## config.mk

```make
export PLATFORM = sky130hd
export DESIGN_NAME = lru_cache_hit_cost_top_flat
export DESIGN_NICKNAME = d
export VERILOG_FILES = /design/src/rtl/lchc_pkg.sv /design/src/rtl/lchc_if.sv /design/src/rtl/lchc_cell.sv /design/src/rtl/lchc_acc.sv /design/src/rtl/lru_cache_hit_cost_top.sv /design/src/flat_wrapper.sv
export SDC_FILE = /design/constraint.sdc
export NUM_CORES = 2
export LEC_CHECK = 0
export BUFFER_PORTS_ARGS = -buffer_cell sky130_fd_sc_hd__buf_2
export CORE_UTILIZATION = 65
export DETAILED_ROUTE_END_ITERATION = 10
export GPL_TIMING_DRIVEN = 0
export HOLD_SLACK_MARGIN = 0.06
export PLACE_DENSITY = 0.93
export SLEW_MARGIN = 20
export SYNTH_ARGS = -nofsm -noshare
export SYNTH_HDL_FRONTEND = slang
export SYNTH_HIERARCHICAL = 1
export SYNTH_SLANG_ARGS = --single-unit
export TNS_END_PERCENT = 30
```

## constraint.sdc

```tcl
create_clock -name clk -period 25.8 [get_ports clk]
set_input_delay 5.16 -clock clk [delete_from_list [all_inputs] [get_ports clk]]
set_output_delay 5.16 -clock clk [all_outputs]
set_load 0.05 [all_outputs]
```

## src/rtl/lchc_pkg.sv

```systemverilog
// ----------------------------------------------------------------------------
// lchc_pkg
// Shared widths, cost constants and the control struct that the cache's
// top level hands to every cell of the recency chain.
// ----------------------------------------------------------------------------
package lchc_pkg;

  localparam int SIZE_W     = 6;
  localparam int CITY_KEY_W = 64;
  localparam int COST_W     = 3;
  localparam int TOTAL_W    = 32;

  localparam logic [SIZE_W-1:0]  SIZE_RESET = 6'd3;
  localparam logic [COST_W-1:0]  HIT_COST   = 3'd1;
  localparam logic [COST_W-1:0]  MISS_COST  = 3'd5;
  localparam logic [TOTAL_W-1:0] TOTAL_MAX  = 32'hFFFF_FFFF;

  // Control broadcast from the top level to all cells.
  typedef struct packed {
    logic              accept;  // request taken: latch the compare result
    logic              upd;     // apply the pending request to the chain
    logic              ins;     // miss with ways in use: shift the whole chain
    logic              trunc;   // size written: drop entries at or past it
    logic [SIZE_W-1:0] size;    // ways in use (new value during trunc)
  } lchc_ctl_t;

endpackage

```

## src/rtl/lchc_if.sv

```systemverilog
// ----------------------------------------------------------------------------
// lchc channel interfaces
// Valid/ready channels for access requests, results and size writes.
// ----------------------------------------------------------------------------
interface lchc_in_if;
  import lchc_pkg::*;
  logic                  valid;
  logic                  ready;
  logic [CITY_KEY_W-1:0] city_key;

  modport source (output valid, output city_key, input ready);
  modport sink   (input valid, input city_key, output ready);
endinterface

interface lchc_out_if;
  import lchc_pkg::*;
  logic               valid;
  logic               ready;
  logic               hit;
  logic [COST_W-1:0]  access_cost;
  logic [TOTAL_W-1:0] total_cost;

  modport source (output valid, output hit, output access_cost, output total_cost,
                  input ready);
  modport sink   (input valid, input hit, input access_cost, input total_cost,
                  output ready);
endinterface

interface lchc_cfg_if;
  import lchc_pkg::*;
  logic              valid;
  logic              ready;
  logic [SIZE_W-1:0] data;

  modport source (output valid, output data, input ready);
  modport sink   (input valid, input data, output ready);
endinterface

```

## src/rtl/lchc_cell.sv

```systemverilog
// ----------------------------------------------------------------------------
// lchc_cell
// One way of the recency chain: holds a key and its valid bit, compares the
// incoming key, and takes its neighbor's entry when the chain shifts.
// ----------------------------------------------------------------------------
module lchc_cell
  import lchc_pkg::*;
#(
  parameter int KEY_BITS = 64,
  parameter int IDX      = 0
) (
  input  logic                clk,
  input  logic                rst_n,
  input  lchc_ctl_t           ctl,
  input  logic [KEY_BITS-1:0] cmp_key,
  input  logic [KEY_BITS-1:0] prev_key,
  input  logic                prev_valid,
  input  logic                shift_in,
  output logic [KEY_BITS-1:0] key_o,
  output logic                valid_o,
  output logic                shift_o
);

  localparam logic [SIZE_W-1:0] IDX_C = SIZE_W'(IDX);

  logic [KEY_BITS-1:0] key_r;
  logic                valid_r, valid_nxt;
  logic                match_r, match_nxt;
  logic                in_use;
  logic                take;

  assign in_use = IDX_C < ctl.size;

  // Shift when the hit lies here or further from the head, or on an insert.
  assign shift_o = match_r | shift_in;
  assign take    = ctl.upd && (ctl.ins || shift_o);

  // Latch the compare result when the request is taken.
  always_comb begin
    match_nxt = match_r;
    if (ctl.accept) begin
      match_nxt = valid_r && (key_r == cmp_key);
    end else if (ctl.upd) begin
      match_nxt = 1'b0;
    end
  end

  // Advance the valid bit along the chain; drop it past the ways in use.
  always_comb begin
    valid_nxt = valid_r;
    if (take) begin
      valid_nxt = prev_valid && in_use;
    end else if (ctl.trunc) begin
      valid_nxt = valid_r && in_use;
    end
  end

  always_ff @(posedge clk) begin
    if (!rst_n) begin
      valid_r <= 1'b0;
      match_r <= 1'b0;
    end else begin
      valid_r <= valid_nxt;
      match_r <= match_nxt;
    end
  end

  // Take the neighbor's key on a shift.
  always_ff @(posedge clk) begin
    if (take) begin
      key_r <= prev_key;
    end
  end

  assign key_o   = key_r;
  assign valid_o = valid_r;

endmodule

```

## src/rtl/lchc_acc.sv

```systemverilog
// ----------------------------------------------------------------------------
// lchc_acc
// Saturating running total of access costs.
// ----------------------------------------------------------------------------
module lchc_acc
  import lchc_pkg::*;
(
  input  logic               clk,
  input  logic               rst_n,
  input  logic               upd,
  input  logic [COST_W-1:0]  cost,
  output logic [TOTAL_W-1:0] sum_nxt
);

  logic [TOTAL_W-1:0] sum_r;
  logic [TOTAL_W:0]   sum_wide;

  // Add with carry out; hold at the maximum on overflow.
  assign sum_wide = {1'b0, sum_r} + (TOTAL_W+1)'(cost);
  assign sum_nxt  = sum_wide[TOTAL_W] ? TOTAL_MAX : sum_wide[TOTAL_W-1:0];

  always_ff @(posedge clk) begin
    if (!rst_n) begin
      sum_r <= '0;
    end else if (upd) begin
      sum_r <= sum_nxt;
    end
  end

endmodule

```

## src/rtl/lru_cache_hit_cost_top.sv

```systemverilog
// ----------------------------------------------------------------------------
// lru_cache_hit_cost_top
// Fully associative LRU tag cache with hit/miss cost accounting.
// ----------------------------------------------------------------------------
// Usage:
//   in_ch  : one access request per item, carrying city_key. Only the low
//            KEY_BITS bits are compared and stored.
//   out_ch : one result per request: hit, access_cost (1 hit, 5 miss) and
//            total_cost, the saturating sum of costs since reset.
//   cfg_ch : writes cache_size (ways in use, 0 = cache nothing, values above
//            CAPACITY act as CAPACITY). Always ready; write only while idle.
//            Lowering the size drops the least recent entries.
// Operation:
//   When a request is accepted, every cell latches its tag compare; once the
//   result register is free or being read, the update step shifts the recency
//   chain and loads the result register. A new request is taken only after
//   the pending one has completed its compare-then-shift steps in the chain.
// Reset (rst_n low, synchronous) empties the cache, clears the total and
// sets cache_size to 3. When out_ch stalls, the result register holds; one
// more request may be accepted and waits until the result is taken.
// ----------------------------------------------------------------------------
module lru_cache_hit_cost_top
  import lchc_pkg::*;
#(
  parameter int CAPACITY = 32,
  parameter int KEY_BITS = 64
) (
  input  logic       clk,
  input  logic       rst_n,
  lchc_in_if.sink    in_ch,
  lchc_out_if.source out_ch,
  lchc_cfg_if.sink   cfg_ch
);

  logic                busy_r, busy_nxt;
  logic                out_valid_r, out_valid_nxt;
  logic [SIZE_W-1:0]   size_r;
  logic [KEY_BITS-1:0] key_r;
  logic [KEY_BITS-1:0] cmp_key;
  logic                accept, upd, cfg_wr, any_hit;
  logic                out_hit_r;
  logic [COST_W-1:0]   out_cost_r;
  logic [TOTAL_W-1:0]  out_total_r;
  logic [COST_W-1:0]   cost;
  logic [TOTAL_W-1:0]  sum_nxt;
  lchc_ctl_t           ctl;

  logic [KEY_BITS-1:0] cell_key   [CAPACITY];
  logic                cell_valid [CAPACITY];
  logic [KEY_BITS-1:0] prev_key   [CAPACITY];
  logic                prev_valid [CAPACITY];
  logic                shift_w    [CAPACITY+1];

  assign cmp_key      = in_ch.city_key[KEY_BITS-1:0];
  assign in_ch.ready  = !busy_r;
  assign cfg_ch.ready = 1'b1;
  assign accept       = in_ch.valid && !busy_r;
  assign cfg_wr       = cfg_ch.valid;
  assign upd          = busy_r && (!out_valid_r || out_ch.ready);
  assign any_hit      = shift_w[0];

  // Broadcast control to the chain.
  always_comb begin
    ctl        = '0;
    ctl.accept = accept;
    ctl.upd    = upd;
    ctl.ins    = !any_hit && (size_r != '0);
    ctl.trunc  = cfg_wr;
    ctl.size   = cfg_wr ? cfg_ch.data : size_r;
  end

  // Build the chain: head takes the request key, each cell its neighbor's.
  assign shift_w[CAPACITY] = 1'b0;
  for (genvar i = 0; i < CAPACITY; i++) begin : g_cell
    if (i == 0) begin : g_head
      assign prev_key[i]   = key_r;
      assign prev_valid[i] = 1'b1;
    end else begin : g_link
      assign prev_key[i]   = cell_key[i-1];
      assign prev_valid[i] = cell_valid[i-1];
    end

    lchc_cell #(
      .KEY_BITS (KEY_BITS),
      .IDX      (i)
    ) u_cell (
      .clk        (clk),
      .rst_n      (rst_n),
      .ctl        (ctl),
      .cmp_key    (cmp_key),
      .prev_key   (prev_key[i]),
      .prev_valid (prev_valid[i]),
      .shift_in   (shift_w[i+1]),
      .key_o      (cell_key[i]),
      .valid_o    (cell_valid[i]),
      .shift_o    (shift_w[i])
    );
  end

  assign cost = any_hit ? HIT_COST : MISS_COST;

  lchc_acc u_acc (
    .clk     (clk),
    .rst_n   (rst_n),
    .upd     (upd),
    .cost    (cost),
    .sum_nxt (sum_nxt)
  );

  // Track the pending request and the result register.
  always_comb begin
    busy_nxt = busy_r;
    if (accept) begin
      busy_nxt = 1'b1;
    end else if (upd) begin
      busy_nxt = 1'b0;
    end
    out_valid_nxt = out_valid_r;
    if (upd) begin
      out_valid_nxt = 1'b1;
    end else if (out_ch.ready) begin
      out_valid_nxt = 1'b0;
    end
  end

  always_ff @(posedge clk) begin
    if (!rst_n) begin
      busy_r      <= 1'b0;
      out_valid_r <= 1'b0;
      size_r      <= SIZE_RESET;
    end else begin
      busy_r      <= busy_nxt;
      out_valid_r <= out_valid_nxt;
      if (cfg_wr) begin
        size_r <= cfg_ch.data;
      end
    end
  end

  // Hold the request key and load the result payload.
  always_ff @(posedge clk) begin
    if (accept) begin
      key_r <= cmp_key;
    end
    if (upd) begin
      out_hit_r   <= any_hit;
      out_cost_r  <= cost;
      out_total_r <= sum_nxt;
    end
  end

  assign out_ch.valid       = out_valid_r;
  assign out_ch.hit         = out_hit_r;
  assign out_ch.access_cost = out_cost_r;
  assign out_ch.total_cost  = out_total_r;

endmodule

```

## src/flat_wrapper.sv

```systemverilog
// flat-port wrapper written by rule: the top's interface ports become plain ports
module lru_cache_hit_cost_top_flat import lchc_pkg::*;
#(
  parameter int CAPACITY = 32,
  parameter int KEY_BITS = 64
)
  (clk, rst_n, in_ch_valid, in_ch_city_key, in_ch_ready, out_ch_valid, out_ch_hit, out_ch_access_cost, out_ch_total_cost, out_ch_ready, cfg_ch_valid, cfg_ch_data, cfg_ch_ready);
  lchc_in_if in_ch_i ();
  lchc_out_if out_ch_i ();
  lchc_cfg_if cfg_ch_i ();
  input  logic clk;
  input  logic rst_n;
  input wire logic [$bits(in_ch_i.valid)-1:0] in_ch_valid;
  input wire logic [$bits(in_ch_i.city_key)-1:0] in_ch_city_key;
  output wire logic [$bits(in_ch_i.ready)-1:0] in_ch_ready;
  output wire logic [$bits(out_ch_i.valid)-1:0] out_ch_valid;
  output wire logic [$bits(out_ch_i.hit)-1:0] out_ch_hit;
  output wire logic [$bits(out_ch_i.access_cost)-1:0] out_ch_access_cost;
  output wire logic [$bits(out_ch_i.total_cost)-1:0] out_ch_total_cost;
  input wire logic [$bits(out_ch_i.ready)-1:0] out_ch_ready;
  input wire logic [$bits(cfg_ch_i.valid)-1:0] cfg_ch_valid;
  input wire logic [$bits(cfg_ch_i.data)-1:0] cfg_ch_data;
  output wire logic [$bits(cfg_ch_i.ready)-1:0] cfg_ch_ready;
  assign in_ch_i.valid = in_ch_valid;
  assign in_ch_i.city_key = in_ch_city_key;
  assign in_ch_ready = in_ch_i.ready;
  assign out_ch_valid = out_ch_i.valid;
  assign out_ch_hit = out_ch_i.hit;
  assign out_ch_access_cost = out_ch_i.access_cost;
  assign out_ch_total_cost = out_ch_i.total_cost;
  assign out_ch_i.ready = out_ch_ready;
  assign cfg_ch_i.valid = cfg_ch_valid;
  assign cfg_ch_i.data = cfg_ch_data;
  assign cfg_ch_ready = cfg_ch_i.ready;
  lru_cache_hit_cost_top #(.CAPACITY(CAPACITY), .KEY_BITS(KEY_BITS)) u_core (.clk(clk), .rst_n(rst_n), .in_ch(in_ch_i), .out_ch(out_ch_i), .cfg_ch(cfg_ch_i));
endmodule
```

==> results by group <==
Clock network
  – CTS tree: done
  – Setup Buffers After CTS: 0
  – Clk sinks: 2,250
  – Post-CTS sizing: 0
  – Clk root buf: clkbuf_16
  – Clock Path Buffers: 3
  – Hold buffer count at CTS: 0
  – Clock slew at reported path FFs: 0.07 ns
  – CTS Buf Count: 214
  – H-tree level count: 4
  – Clk_lat worst skew: 0.89 ns

Die
  – Die ar.: 149,000 sq um
  – Core box area: 146,000 sq um
  – Placement Rows: 140
  – Initial Util: 65.5%
  – Die Width: 386 microns
  – Height of the die: 386 microns
  – Ports: 114

Pwr
  – Lkg Pwr: 0.0357 uW
  – Worst VDD drop: 0.0000818 V
  – Overall power: 8400 uW
  – Pwr Density: 77.1 nW/um^2

GRT
  – Pin count of the biggest net entering global routing: 86
  – Met2 GRT Util: 66.6%
  – First-pass GRT wire length: 459 mm
  – Global route overflow: 0
  – GRT met1 Usage: 56.4%
  – Met3 Use GR: 14.1%
  – Total GRT Usage: 44.9%
  – GRT Max-Usage Layer: met2
  – Vias in the first global route: 60,800
  – Initial antenna violation count: 17

STA
  – Final setup fails: 0
  – Max-slew violation count: 0
  – Setup WS post-layout: 12.61 ns
  – TNS Setup: 0 ns
  – Fin. Hold Viols: 0
  – RSZ-0062 raised after global routing: no
  – Worst-Margin Slew: 1.13 ns
  – Skew final: 0.0427 ns
  – Post-layout minimum cycle time: 13.19 ns
  – Relative slew slack: 24.8%
  – Max Freq: 75.8 MHz
  – Worst hold margin: 0.419 ns
  – Final Cycle Share: 51.1%

Detailed routing
  – Post-DRT Antenna Nets: 0
  – DR iter-0 viols: 11,700
  – Routed WL per cell: 38.0 microns
  – DRT Wirelength: 335 mm
  – Via Count: 63,100
  – Vias per inst: 7.17
  – Initial DRT Pass Iterations: 9
  – Residual DRC: 0

Critical path
  – R2r setup slk: 12.61 ns
  – Startpoint Class: register
  – WS Path Type: register to register
  – Critical register-to-register path endpoint: u_core/out_ch.total_cost[19]$_DFFE_PP_
  – Critical path's slowest cell: a21oi_1
  – Worst-path maximum fanout: 10
  – Worst r2r src: u_core/g_cell[31].u_cell/match_r$_SDFFE_PN0P_
  – Worst path required time: 26.39 ns
  – Most frequent CP cell: or2_1
  – Worst EP arrival: 13.78 ns
  – Crit path to: u_core/out_ch.total_cost[19]$_DFFE_PP_
  – Crit-path max cell delay: 0.63 ns
  – CP startpoint: u_core/g_cell[31].u_cell/match_r$_SDFFE_PN0P_
  – Worst R2R Path Depth: 40
  – Endpoint class of the critical path: register

Yosys
  – Main synth FF type: edfxtp_1
  – Yosys top cell area share: 67.4%
  – Cell accounting for the most synthesized area: edfxtp_1
  – Post-Synthesis Cells: 6,254
  – Flops & latches, synth: 2,250
  – Mapped cell area: 95,600 sq um
  – Sequential share of the synthesized area: 69.6%
  – Number of synthesized flops with an enable pin: 2,146
  – Syn_area_per_cell: 15.3 sq um
  – Yosys cell types: 99
  – Post-synth ARST share: 0%
  – Total number of yosys warnings: 6
  – Area contributors post-synth: edfxtp_1, xnor2_1, xor2_1

Layout
  – Layout cells sized above 1: 10.2%
  – Most frequent cells in the layout: edfxtp_1, xnor2_1, inv_1
  – Final nets: 6,774
  – Commonest non-fill, non-tap cell in the layout: edfxtp_1
  – Layout area overhead: 13.8%

Placement
  – PortBufs: 110
  – Post-DP HPWL: 230 mm
  – Final weighted congestion in routability-driven placement: 0.965
  – Pre-CTS setup slack: 13.28 ns

Run
  – Maxcap violations: 0

Hold path
  – Worst min path class: register to register

Status
  – Status: finished clean
-- state kept, by name, summed over array words and instances, names as in the netlist, 6 cells and up --
register and count:
u_core/out_ch.total_cost 32, u_core/size_r 6, u_core/g_cell.u_cell/key_o 2048, u_core/key_r 64, u_core/u_acc/sum_r 32, u_core/g_cell.u_cell/match_r 32, u_core/g_cell.u_cell/valid_o 32
-- cell type report --
class,count,area (sq um)
Inverter,424,1610
Tap cell,1917,2400
Multi-Input combinational cell,3556,27600
Clock inverter,126,1430
Antenna cell,3,7.51
Fill cell,8302,37100
Buffer,30,175
Sequential cell,2250,66500
Clock buffer,273,5720
Timing Repair Buffer,219,3380
-- power breakdown --
part           internal (uW)  leakage [uW]  total, uW  switching (uW)
Sequential              4220        0.0207       4400             176
Clock                   1800       0.00349       3220            1420
Combinational            263        0.0115        775             512
-- cell usage after synthesis, types with 27 or more instances --
master        n
edfxtp_1   2146
xnor2_1    1217
inv_1       403
xor2_1      362
nand4_1     352
nor4_1      190
nor2b_1     181
o22ai_1     128
nand2b_1    122
dfxtp_1     104
nand2_1      97
nand3_1      84
nor2_1       59
nor3_1       53
a2111o_1     50
o21a_1       43
o2111ai_1    42
a22o_1       41
o21ai_0      38
o21ai_1      35
o221ai_1     32
a221oi_1     27
or4bb_1      27
-- worst max-delay path, delay by kind of cell, from the launching register on --
family                   cells  cell delay, ns
AND/OR/NAND/NOR             35           10.37
buffers and inverters        2            0.80
AO/OA/AOI/OAI                1            0.63
XOR/XNOR                     1            0.49
flip-flops                   1            0.31
adder cells (fa/ha/maj)      1            0.23
-- layer usage --
layer	vias up	routed length, microns
met2	6515	146000
met5	-	89
met3	1841	53100
met1	30300	106000
li1	24400	-
met4	14	30000
-- through the flow --
step | instance area [sq um] | util, % | cells
3_5_place_dp | 102000 | 69.7 | 8396
2_1_floorplan | 95700 | - | 6260
6_report | 109000 | 74.6 | 8798
5_1_grt | 109000 | 74.6 | 8795
4_1_cts | 109000 | 74.6 | 8795
3_3_place_gp | 98600 | 67.6 | 8287
-- how the worst min path moves through the flow --
stage                                                        to  cells past startpoint                  startpoint
finish              u_core/g_cell[0].u_cell/key_o[17]$_DFFE_PP_                      0  u_core/key_r[17]$_DFFE_PP_
detailed placement  u_core/g_cell[0].u_cell/key_o[17]$_DFFE_PP_                      0  u_core/key_r[17]$_DFFE_PP_
global route         u_core/g_cell[0].u_cell/key_o[8]$_DFFE_PP_                      0   u_core/key_r[8]$_DFFE_PP_
CTS                 u_core/g_cell[0].u_cell/key_o[46]$_DFFE_PP_                      0  u_core/key_r[46]$_DFFE_PP_
global placement    u_core/g_cell[0].u_cell/key_o[33]$_DFFE_PP_                      0  u_core/key_r[33]$_DFFE_PP_
floorplan            u_core/g_cell[0].u_cell/key_o[0]$_DFFE_PP_                      0   u_core/key_r[0]$_DFFE_PP_
-- kinds of logic (layout without fill, tap and decap cells) --
kind of cell	count (synthesis)	in the layout	synth area share, %
simple gates	1349	1349	8.94
compound gates	605	605	4.96
flops	2250	2250	69.6
mux	11	11	0.150
xor+xnor	1579	1579	14.5
other cells	2	11	0.00785
buf+inv	454	1072	1.86
fa+ha+maj	4	4	0.0602
(Power assumes the default switching activity.)
